===== src/sv/wbps_pkg.sv =====
// Shared types and constants for the wildcard byte pattern scanner.
`timescale 1ns / 1ps

package wbps_pkg;

    // Default sizes handed to the top level parameters.
    localparam int unsigned MAX_PATTERN_BYTES_DEF = 16;
    localparam int unsigned ADDRESS_BITS_DEF      = 64;

    // Bytes held by the two pattern registers; bytes beyond these are wildcards.
    localparam int unsigned PAT_BYTES = 16;

    // Configuration port sizes.
    localparam int unsigned APB_DATA_W = 64;
    localparam int unsigned APB_ADDR_W = 6;

    // Depth of the result queue in front of the output channel.
    localparam int unsigned OUT_FIFO_DEPTH = 4;

    // Width of the hit address field on the output channel.
    localparam int unsigned HIT_ADDR_W = 64;

    // Register indexes on the configuration port (byte address is 8 times the index).
    typedef enum logic [2:0] {
        REG_PAT_LO = 3'd0,
        REG_PAT_HI = 3'd1,
        REG_CARE   = 3'd2,
        REG_LEN    = 3'd3,
        REG_START  = 3'd4,
        REG_BACK   = 3'd5,
        REG_FIRST  = 3'd6
    } wbps_reg_t;

    // Register file contents as seen by the datapath.
    typedef struct packed {
        logic [63:0] pattern_low_bytes;
        logic [63:0] pattern_high_bytes;
        logic [15:0] care_mask;
        logic [4:0]  pattern_length;
        logic [63:0] start_address;
        logic        scan_backward;
        logic        first_hit_only;
    } wbps_cfg_t;

    // Pattern bytes and care bits handed to every comparison cell.
    typedef struct packed {
        logic [PAT_BYTES-1:0]   care;
        logic [8*PAT_BYTES-1:0] bytes;
    } wbps_pat_t;

    // One result word as queued for the output channel.
    typedef struct packed {
        logic [HIT_ADDR_W-1:0] hit_address;
        logic                  found;
        logic                  region_done;
    } wbps_res_t;

endpackage


===== src/sv/wbps_cfg.sv =====
// Configuration register file behind the APB-style port.
`timescale 1ns / 1ps

module wbps_cfg
(
    input  logic                             clk,
    input  logic                             rst_n,
    input  logic                             psel,
    input  logic                             penable,
    input  logic                             pwrite,
    input  logic [wbps_pkg::APB_ADDR_W-1:0]  paddr,
    input  logic [wbps_pkg::APB_DATA_W-1:0]  pwdata,
    output logic [wbps_pkg::APB_DATA_W-1:0]  prdata,
    output logic                             pready,
    output wbps_pkg::wbps_cfg_t              cfg
);

    wbps_pkg::wbps_reg_t reg_index;
    logic                wr_en;

    wbps_pkg::wbps_cfg_t cfg_reg;
    wbps_pkg::wbps_cfg_t cfg_next;

    // Registers sit on 8-byte boundaries; the low address bits are ignored.
    assign reg_index = wbps_pkg::wbps_reg_t'(paddr[5:3]);
    assign pready    = 1'b1;
    assign wr_en     = psel && penable && pwrite && pready;
    assign cfg       = cfg_reg;

    // Write decode.
    always_comb
    begin
        cfg_next = cfg_reg;
        if (wr_en)
        begin
            case (reg_index)
                wbps_pkg::REG_PAT_LO: cfg_next.pattern_low_bytes  = pwdata;
                wbps_pkg::REG_PAT_HI: cfg_next.pattern_high_bytes = pwdata;
                wbps_pkg::REG_CARE:   cfg_next.care_mask          = pwdata[15:0];
                wbps_pkg::REG_LEN:    cfg_next.pattern_length     = pwdata[4:0];
                wbps_pkg::REG_START:  cfg_next.start_address      = pwdata;
                wbps_pkg::REG_BACK:   cfg_next.scan_backward      = pwdata[0];
                wbps_pkg::REG_FIRST:  cfg_next.first_hit_only     = pwdata[0];
                default:              cfg_next = cfg_reg;
            endcase
        end
    end

    // Register file; reset gives a one-byte pattern with every byte cared for.
    always_ff @(posedge clk or negedge rst_n)
    begin
        if (!rst_n)
        begin
            cfg_reg.pattern_low_bytes  <= '0;
            cfg_reg.pattern_high_bytes <= '0;
            cfg_reg.care_mask          <= 16'hFFFF;
            cfg_reg.pattern_length     <= 5'd1;
            cfg_reg.start_address      <= '0;
            cfg_reg.scan_backward      <= 1'b0;
            cfg_reg.first_hit_only     <= 1'b0;
        end
        else
        begin
            cfg_reg <= cfg_next;
        end
    end

    // Read mux.
    always_comb
    begin
        case (reg_index)
            wbps_pkg::REG_PAT_LO: prdata = cfg_reg.pattern_low_bytes;
            wbps_pkg::REG_PAT_HI: prdata = cfg_reg.pattern_high_bytes;
            wbps_pkg::REG_CARE:   prdata = 64'(cfg_reg.care_mask);
            wbps_pkg::REG_LEN:    prdata = 64'(cfg_reg.pattern_length);
            wbps_pkg::REG_START:  prdata = cfg_reg.start_address;
            wbps_pkg::REG_BACK:   prdata = 64'(cfg_reg.scan_backward);
            wbps_pkg::REG_FIRST:  prdata = 64'(cfg_reg.first_hit_only);
            default:              prdata = '0;
        endcase
    end

endmodule


===== src/sv/wbps_cell.sv =====
// One window cell: holds one byte, passes it on, and compares it with its pattern byte.
`timescale 1ns / 1ps

module wbps_cell
#(
    parameter int unsigned CELL_INDEX = 0,
    parameter int unsigned LEN_W      = 5
)
(
    input  logic                  clk,
    input  logic                  shift,
    input  logic [7:0]            byte_in,
    output logic [7:0]            byte_out,
    input  wbps_pkg::wbps_pat_t   pat,
    input  logic [LEN_W-1:0]      len,
    input  logic                  back,
    output logic                  match
);

    logic [7:0]       byte_reg;
    logic [LEN_W-1:0] pat_idx;
    logic [3:0]       sel;
    logic             in_use;
    logic             stored;
    logic             care_bit;
    logic [7:0]       pat_byte;

    // Byte storage; the chain moves one place on every accepted word.
    always_ff @(posedge clk)
    begin
        if (shift)
        begin
            byte_reg <= byte_in;
        end
    end

    assign byte_out = byte_reg;

    // Backward scans compare pattern byte i with the i-th newest byte,
    // forward scans with the i-th oldest byte of the window.
    always_comb
    begin
        in_use   = 32'(len) > CELL_INDEX;
        pat_idx  = back ? LEN_W'(CELL_INDEX) : (len - LEN_W'(1) - LEN_W'(CELL_INDEX));
        stored   = 32'(pat_idx) < wbps_pkg::PAT_BYTES;
        sel      = 4'(pat_idx);
        care_bit = stored && pat.care[sel];
        pat_byte = pat.bytes[8*sel +: 8];
        match    = !in_use || !care_bit || (pat_byte == byte_reg);
    end

endmodule


===== src/sv/wbps_out_fifo.sv =====
// Small result queue that decouples the scanner from the output channel.
`timescale 1ns / 1ps

module wbps_out_fifo
#(
    parameter int unsigned DEPTH = wbps_pkg::OUT_FIFO_DEPTH
)
(
    input  logic                              clk,
    input  logic                              rst_n,
    input  logic                              push,
    input  wbps_pkg::wbps_res_t               push_data,
    output logic                              out_valid,
    input  logic                              out_ready,
    output wbps_pkg::wbps_res_t               out_data,
    output logic [$clog2(DEPTH+1)-1:0]        count
);

    localparam int unsigned PTR_W = (DEPTH > 1) ? $clog2(DEPTH) : 1;
    localparam int unsigned CNT_W = $clog2(DEPTH + 1);

    wbps_pkg::wbps_res_t entry_reg [DEPTH];

    logic [PTR_W-1:0] wr_ptr_reg;
    logic [PTR_W-1:0] wr_ptr_next;
    logic [PTR_W-1:0] rd_ptr_reg;
    logic [PTR_W-1:0] rd_ptr_next;
    logic [CNT_W-1:0] count_reg;
    logic [CNT_W-1:0] count_next;
    logic             pop;

    assign out_valid = count_reg != '0;
    assign out_data  = entry_reg[rd_ptr_reg];
    assign pop       = out_valid && out_ready;
    assign count     = count_reg;

    // Pointer and fill count update.
    always_comb
    begin
        wr_ptr_next = wr_ptr_reg;
        rd_ptr_next = rd_ptr_reg;
        count_next  = count_reg;
        if (push)
        begin
            wr_ptr_next = (32'(wr_ptr_reg) == DEPTH - 1) ? '0 : wr_ptr_reg + PTR_W'(1);
        end
        if (pop)
        begin
            rd_ptr_next = (32'(rd_ptr_reg) == DEPTH - 1) ? '0 : rd_ptr_reg + PTR_W'(1);
        end
        if (push && !pop)
        begin
            count_next = count_reg + CNT_W'(1);
        end
        else if (pop && !push)
        begin
            count_next = count_reg - CNT_W'(1);
        end
    end

    always_ff @(posedge clk or negedge rst_n)
    begin
        if (!rst_n)
        begin
            wr_ptr_reg <= '0;
            rd_ptr_reg <= '0;
            count_reg  <= '0;
        end
        else
        begin
            wr_ptr_reg <= wr_ptr_next;
            rd_ptr_reg <= rd_ptr_next;
            count_reg  <= count_next;
        end
    end

    // Entry storage.
    always_ff @(posedge clk)
    begin
        if (push)
        begin
            entry_reg[wr_ptr_reg] <= push_data;
        end
    end

    // The queue never takes a word while full unless one leaves in the same cycle.
    a_no_overflow: assert property (@(posedge clk) disable iff (!rst_n)
        push && !pop |-> 32'(count_reg) < DEPTH)
        else $error("result queue overflow");

    a_no_underflow: assert property (@(posedge clk) disable iff (!rst_n)
        pop |-> count_reg != '0)
        else $error("result queue underflow");

    a_count_step: assert property (@(posedge clk) disable iff (!rst_n)
        push && !pop |=> count_reg == $past(count_reg) + CNT_W'(1))
        else $error("result queue count did not rise on push");

endmodule


===== src/sv/wildcard_byte_pattern_scanner_top.sv =====
// Top level of the wildcard byte pattern scanner.
`timescale 1ns / 1ps

// Scans a stream of bytes for a pattern of up to 16 bytes with per-byte wildcards.
// Input channel (s_*): one byte of the scanned region per word, tlast on the
// region's final byte. Output channel (m_*): one word per reported hit, or one
// not-found word at the region end in first-hit-only mode. m_tdata carries the
// hit address (0 for not-found), m_tuser is set for a hit, m_tlast marks a word
// that comes with the region's final byte.
// The APB port holds the pattern, care mask, length, start address and mode bits;
// the user must write it only while no region is in flight; nothing enforces it.
// Throughput is one byte per cycle while s_tready is high: the byte window is a
// chain of cells that shifts on every accepted word and compares all positions
// in parallel. The accepting edge loads the window and the compare-stage
// registers; the compare and address are worked out from them and written into
// a four-word result queue, whose fill drives m_tvalid. s_tready depends only
// on the queue fill and the word in the compare stage, and is low while the two
// together reach four, so a stalled receiver lets the input run on until the
// queue holds four words, or three with a byte still in the compare stage.
// Reset empties the queue, clears the region state and loads the register
// defaults (one-byte pattern, all bytes cared for, forward, every hit).

module wildcard_byte_pattern_scanner_top
#(
    parameter int unsigned MAX_PATTERN_BYTES = wbps_pkg::MAX_PATTERN_BYTES_DEF,
    parameter int unsigned ADDRESS_BITS      = wbps_pkg::ADDRESS_BITS_DEF
)
(
    input  logic                             clk,
    input  logic                             rst_n,
    // Input channel
    input  logic                             s_tvalid,
    output logic                             s_tready,
    input  logic [7:0]                       s_tdata,   // [7:0] data_byte
    input  logic                             s_tlast,   // region_last
    // Output channel
    output logic                             m_tvalid,
    input  logic                             m_tready,
    output logic [63:0]                      m_tdata,   // [63:0] hit_address
    output logic                             m_tuser,   // [0] found
    output logic                             m_tlast,   // region_done
    // Configuration port
    input  logic                             psel,
    input  logic                             penable,
    input  logic                             pwrite,
    input  logic [wbps_pkg::APB_ADDR_W-1:0]  paddr,
    input  logic [wbps_pkg::APB_DATA_W-1:0]  pwdata,
    output logic [wbps_pkg::APB_DATA_W-1:0]  prdata,
    output logic                             pready
);

    localparam int unsigned LEN_W  = $clog2(MAX_PATTERN_BYTES + 1);
    localparam int unsigned AW     = ADDRESS_BITS;
    localparam int unsigned DEPTH  = wbps_pkg::OUT_FIFO_DEPTH;
    localparam int unsigned CNT_W  = $clog2(DEPTH + 1);

    wbps_pkg::wbps_cfg_t cfg;
    wbps_pkg::wbps_pat_t pat;
    wbps_pkg::wbps_res_t res;
    wbps_pkg::wbps_res_t out_word;

    logic [LEN_W-1:0] len_eff;
    logic             s_acc;
    logic             first;

    logic [7:0]       cell_byte [MAX_PATTERN_BYTES];
    logic [MAX_PATTERN_BYTES-1:0] cell_match;

    // Region state at the input side.
    logic [LEN_W-1:0] seen_reg;
    logic [LEN_W-1:0] seen_next;
    logic [LEN_W-1:0] seen_inc;
    logic [AW-1:0]    cur_reg;
    logic [AW-1:0]    cur_next;
    logic [AW-1:0]    here;
    logic [AW-1:0]    start_a;

    // Compare stage.
    logic             s1_valid_reg;
    logic [AW-1:0]    s1_here_reg;
    logic [LEN_W-1:0] s1_seen_reg;
    logic             s1_last_reg;
    logic             hit_seen_reg;
    logic             hit_seen_next;
    logic             hit;
    logic             report_hit;
    logic             report_nf;
    logic             push;
    logic [AW-1:0]    hit_addr;

    logic [CNT_W-1:0] fifo_count;

    // Register file.
    wbps_cfg u_cfg
    (
        .clk     (clk),
        .rst_n   (rst_n),
        .psel    (psel),
        .penable (penable),
        .pwrite  (pwrite),
        .paddr   (paddr),
        .pwdata  (pwdata),
        .prdata  (prdata),
        .pready  (pready),
        .cfg     (cfg)
    );

    // Effective pattern length: zero acts as one, long values clip to the window size.
    always_comb
    begin
        if (cfg.pattern_length == 5'd0)
        begin
            len_eff = LEN_W'(1);
        end
        else if (32'(cfg.pattern_length) > MAX_PATTERN_BYTES)
        begin
            len_eff = LEN_W'(MAX_PATTERN_BYTES);
        end
        else
        begin
            len_eff = LEN_W'(cfg.pattern_length);
        end
    end

    assign pat.care  = cfg.care_mask;
    assign pat.bytes = {cfg.pattern_high_bytes, cfg.pattern_low_bytes};

    // Window cells; cell 0 holds the newest byte.
    genvar gi;
    generate
        for (gi = 0; gi < MAX_PATTERN_BYTES; gi++)
        begin : g_cell
            wbps_cell
            #(
                .CELL_INDEX (gi),
                .LEN_W      (LEN_W)
            )
            u_cell
            (
                .clk      (clk),
                .shift    (s_acc),
                .byte_in  ((gi == 0) ? s_tdata : cell_byte[(gi == 0) ? 0 : gi - 1]),
                .byte_out (cell_byte[gi]),
                .pat      (pat),
                .len      (len_eff),
                .back     (cfg.scan_backward),
                .match    (cell_match[gi])
            );
        end
    endgenerate

    // Input acceptance: room for the word in the compare stage and one queued result.
    assign s_tready = ((CNT_W + 1)'(fifo_count) + (CNT_W + 1)'(s1_valid_reg))
                      < (CNT_W + 1)'(DEPTH);
    assign s_acc    = s_tvalid && s_tready;

    // Address of the incoming byte and of the one after it.
    always_comb
    begin
        start_a  = cfg.start_address[AW-1:0];
        first    = seen_reg == '0;
        seen_inc = (32'(seen_reg) >= MAX_PATTERN_BYTES) ? seen_reg : seen_reg + LEN_W'(1);
        if (first)
        begin
            here     = cfg.scan_backward ? start_a - AW'(1) : start_a;
            cur_next = cfg.scan_backward ? start_a - AW'(2) : start_a + AW'(1);
        end
        else
        begin
            here     = cur_reg;
            cur_next = cfg.scan_backward ? cur_reg - AW'(1) : cur_reg + AW'(1);
        end
        seen_next = s_tlast ? '0 : seen_inc;
    end

    always_ff @(posedge clk or negedge rst_n)
    begin
        if (!rst_n)
        begin
            seen_reg     <= '0;
            s1_valid_reg <= 1'b0;
        end
        else
        begin
            s1_valid_reg <= s_acc;
            if (s_acc)
            begin
                seen_reg <= seen_next;
            end
        end
    end

    always_ff @(posedge clk)
    begin
        if (s_acc)
        begin
            cur_reg     <= cur_next;
            s1_here_reg <= here;
            s1_seen_reg <= seen_inc;
            s1_last_reg <= s_tlast;
        end
    end

    // Compare stage: window result, hit address and report decision.
    always_comb
    begin
        hit        = s1_valid_reg && (s1_seen_reg >= len_eff) && (&cell_match);
        hit_addr   = cfg.scan_backward ? s1_here_reg
                                       : s1_here_reg - AW'(len_eff - LEN_W'(1));
        report_hit = hit && !(cfg.first_hit_only && hit_seen_reg);
        report_nf  = !report_hit && s1_valid_reg && s1_last_reg
                     && cfg.first_hit_only && !hit_seen_reg;
        push       = report_hit || report_nf;

        res.hit_address = report_hit ? 64'(hit_addr) : '0;
        res.found       = report_hit;
        res.region_done = s1_last_reg;

        hit_seen_next = hit_seen_reg;
        if (s1_valid_reg)
        begin
            if (s1_last_reg)
            begin
                hit_seen_next = 1'b0;
            end
            else if (report_hit)
            begin
                hit_seen_next = 1'b1;
            end
        end
    end

    always_ff @(posedge clk or negedge rst_n)
    begin
        if (!rst_n)
        begin
            hit_seen_reg <= 1'b0;
        end
        else
        begin
            hit_seen_reg <= hit_seen_next;
        end
    end

    // Result queue.
    wbps_out_fifo
    #(
        .DEPTH (DEPTH)
    )
    u_out_fifo
    (
        .clk       (clk),
        .rst_n     (rst_n),
        .push      (push),
        .push_data (res),
        .out_valid (m_tvalid),
        .out_ready (m_tready),
        .out_data  (out_word),
        .count     (fifo_count)
    );

    assign m_tdata = out_word.hit_address;
    assign m_tuser = out_word.found;
    assign m_tlast = out_word.region_done;

    // The fill count never runs past the window size.
    a_seen_bound: assert property (@(posedge clk) disable iff (!rst_n)
        32'(seen_reg) <= MAX_PATTERN_BYTES)
        else $error("bytes seen count beyond window size");

    // A region's final byte restarts the count.
    a_seen_restart: assert property (@(posedge clk) disable iff (!rst_n)
        s_acc && s_tlast |=> seen_reg == '0)
        else $error("bytes seen not cleared at region end");

    // The hit flag never survives the end of a region.
    a_hit_seen_clear: assert property (@(posedge clk) disable iff (!rst_n)
        s1_valid_reg && s1_last_reg |=> !hit_seen_reg)
        else $error("hit flag kept past region end");

    // A not-found report only appears at a region end in first-hit-only mode.
    a_nf_context: assert property (@(posedge clk) disable iff (!rst_n)
        push && !res.found |-> s1_last_reg && cfg.first_hit_only && !hit_seen_reg)
        else $error("not-found report outside a first-hit-only region end");

    // A suppressed repeat hit never reaches the queue.
    a_first_only: assert property (@(posedge clk) disable iff (!rst_n)
        push && res.found && cfg.first_hit_only |-> !hit_seen_reg)
        else $error("second hit reported in first-hit-only mode");

endmodule

===== config.mk =====
export PLATFORM = sky130hd
export DESIGN_NAME = wildcard_byte_pattern_scanner_top
export DESIGN_NICKNAME = d
export VERILOG_FILES = /design/src/sv/wbps_pkg.sv /design/src/sv/wbps_cfg.sv /design/src/sv/wbps_cell.sv /design/src/sv/wbps_out_fifo.sv /design/src/sv/wildcard_byte_pattern_scanner_top.sv
export SDC_FILE = /design/constraint.sdc
export NUM_CORES = 2
export LEC_CHECK = 0
export ABC_CLOCK_PERIOD_IN_PS = 12000
export BUFFER_PORTS_ARGS = -buffer_cell sky130_fd_sc_hd__buf_2
export CAP_MARGIN = 15
export CORE_MARGIN = 2
export CORE_UTILIZATION = 30
export DETAILED_ROUTE_END_ITERATION = 8
export GPL_ROUTABILITY_DRIVEN = 0
export GPL_TIMING_DRIVEN = 1
export SLEW_MARGIN = 0
export SYNTH_ARGS = -nofsm -noshare
export SYNTH_HDL_FRONTEND = slang
export SYNTH_SLANG_ARGS = --single-unit

===== constraint.sdc =====
create_clock -name clk -period 12 [get_ports clk]
set_clock_uncertainty 0.2 [all_clocks]
set_input_delay 0 -clock clk [delete_from_list [all_inputs] [get_ports clk]]
set_output_delay 0 -clock clk [all_outputs]
set_load 0.01 [all_outputs]

==> out/results.txt <==
Status: finished with violations
Failing checks: hold timing
Core area: 174000 µm²
Reg-to-reg slack, setup: 2750 ps
Fin cells: 7887
Starting Density: 30.3%
DRC: 0
Fmax: 108 MHz
Crit path required time: 12130 ps
P per Cell Area: 249 nW/µm²
#FFs+latches synth: 755
Antenna violations before repair: 15
Critical Path AT: 9380 ps
IO Pins: 219
Reg2reg start: u_cfg.cfg[70]
FF-to-FF End: u_out_fifo.entry_reg[2][50]
Synth unique cells: 102
Fin area: 60300 µm²
Total gr overflow: 0
Max-Cap Viols: 0
Post-synth top area share: 30.0%
Post-DRT Antenna Nets: 0
DIE WIDTH: 423 µm
Cell count after placement: 7580
GR Util met2: 32.0%
Die Y: 423 µm
Initial drt markers: 5732
Slew HR: 13.5%
Largest net degree at the start of global routing: 119
Most used DFF post-synth: edfxtp_1
Layout cell share with drive strength beyond 1: 15.1%
Detail Placement HPWL: 145000 µm
Endpoint type of the worst setup path: flop
Critical path peak fanout: 50
Seq/Total Area, Yosys: 40.9%
RSZ-0062 raised after global routing: false
Met3 usage: 6.20%
Depth of the CTS H-tree: 3
GRT busiest layer: met2
Filler instances: 17.5k
Clk pin slew, worst setup/hold paths: 70 ps
Fin Hold WS: -13.1 ps
Worst setup SP type: flop
Full die area: 179000 µm²
First-pass GRT wire length: 285000 µm
Via count: 45.7k
GRT Total Usage: 21.2%
Syn Std Cell Area: 52700 µm²
Tightest Pin Transition: 1280 ps
Buffers added on ports: 214
Clk sinks: 755
Ys Warns: 0
Core Rows: 153
Setup TNS: 0 ps
CTS Buf Count: 84
Final hold viol count: 2
Max reg flops: 264
Fin crit period: 9250 ps
Mean Syn Cell Area: 9.96 µm²
Final Cycle Share: 77.1%
Post-synth EDFFs: 526
Routed wire length: 197000 µm
Final nets: 5722
DR pass1 iterations: 8
Lkg Pwr: 0.0232 µW
Post-DR wirelength/cell: 25.0 µm
Placed inst area: 56000 µm²
Root Buffer: clkbuf_16
Worst Setup SP: u_cfg.cfg[70]
Grt met1 use: 27.3%
Hold Crit Class: input port to flop
CP endpoint: u_out_fifo.entry_reg[2][50]
Final setup viols: 0
Vias/cell: 5.79
Worst vdd ir: 0.165 mV
Clock Path Buffers: 3
Postcts setup bufs: 0
Clock latency on the worst-skew pair: 750 ps
Synth area leaders: edfxtp_1, dfrtp_1, mux2i_1
Crit Path Class: flop to flop
Vias in the first global route: 42.6k
Area growth from synthesis to layout: 14.4%
CTS tree: done
Max-slew violation count: 0
Syn Inst Count: 5297
Async S/R FF share, synth: 30.3%
Yosys top cell by area: edfxtp_1
Path depth of the worst reg2reg path: 18
[power by group]
part | internal, µW | switching, µW | leakage, µW | total (µW)
Clock | 1520 | 1170 | 0.00136 | 2680
Combinational | 3030 | 4990 | 0.0141 | 8020
Sequential | 3530 | 819 | 0.00775 | 4350
[routing by layer]
metal	part of all wire (%)	wire, µm	up-vias
li1	-	-	20300
met4	6.3	12500	8
met3	11	20800	619
met1	40	78300	22200
met2	43	85400	2488
met5	0.050	99	-
[per-stage QoR]
step / power (µW) / setup slack (ps) / utilization (%) / hold slack [ps]
2_1_floorplan: 9720 / 3370 / - / -496
3_3_place_gp: 12000 / 3180 / 32.2 / -152
3_5_place_dp: 12100 / 3110 / 32.2 / -149
4_1_cts: 14900 / 3040 / 34.6 / 0.742
5_1_grt: 15800 / 2500 / 34.6 / 1.91
6_report: 15100 / 2750 / 34.6 / -13.1
[worst min-delay path by stage]
stage               startpoint             end  cells after the start
CTS                 pwdata[25]  u_cfg.cfg[112]                      3
detailed placement       rst_n  u_cfg.cfg[145]                      1
global placement         rst_n  u_cfg.cfg[147]                      1
global route        pwdata[25]  u_cfg.cfg[112]                      3
finish               pwdata[3]   u_cfg.cfg[90]                      3
floorplan                rst_n    hit_seen_reg                      0
[layout make-up]
cell class                      instances  area (µm²)  share of cell area [%]
Antenna cell                            6        15.0                  0.0249
Clock buffer                          112        2370                    3.94
Clock inverter                         42         442                   0.732
Inverter                               83         322                   0.533
Multi-Input combinational cell       4121       29500                    48.9
Sequential cell                       755       21600                    35.7
Tap cell                             2325        2910                    4.82
Timing Repair Buffer                  443        3200                    5.30
[synth_stat cells, drive strengths merged, types with 24 or more instances]
master and instances:
and3 127, a211oi 129, nand3 137, a21oi 344
o22ai 31, or3 37, xor2 136, buf 133
or4 38, nand4 73, o21ai 277, mux2 226
clkbuf 263, dfrtp 212, nand2 439, mux4 110
a21o 98, inv 79, nor2 427, ha 146
nor3 207, o21bai 24, nor4 46, nor2b 32
nand2b 29, nor3b 30, mux2i 336, o211ai 52
edfxtp 526, xnor2 183, a31oi 60
[placed cells by master (no fill, tap or decap), types with 23 or more instances in the layout]
cell / instances
and3_1: 127
clkbuf_16: 90
xnor2_1: 181
o21bai_1: 24
nor3_1: 203
nand2_1: 436
nor2b_1: 26
mux4_2: 110
a21o_1: 98
or3_1: 36
a21oi_1: 343
dfrtp_1: 209
mux2_2: 226
nor3b_1: 30
xor2_1: 136
o22ai_1: 31
dlygate4sd3_1: 145
nand4_1: 73
buf_2: 211
or4_1: 37
buf_4: 84
o211ai_1: 52
ha_1: 146
edfxtp_1: 526
inv_1: 77
a22oi_1: 23
a211oi_1: 127
o21ai_0: 276
nand2b_1: 28
nor4_1: 44
mux2i_1: 334
nor2_1: 420
a31oi_1: 60
nand3_1: 136
conb_1: 59
[repair_timing]
item                      CTS  global route
hold endpoints to repair  441             0
resized for setup           0             0
hold buffers              146             0
[cells by family after synthesis]
family,count (synthesis),share of synthesized area [%]
simple gates,1687,15.6
mux,672,15.9
compound gates,1231,14.9
flops,755,40.9
other cells,1,0.00711
xor+xnor,320,5.37
buf+inv,479,3.79
fa+ha+maj,152,3.62
[critical path: stages, from the launching register on]
cell      delay, ps
dfrtp_1         830
nand2b_2        240
buf_4           580
ha_1            710
or2_4           780
buf_4           650
mux2i_1         260
mux2i_1         160
mux2i_1         260
mux2i_1         120
xnor2_1         240
nand4_1         290
nor4_1          600
o22ai_1         230
nor4b_4         970
a21boi_2        390
nor2b_4         190
buf_4           370
buf_4           570
(Power assumes the default switching activity.)
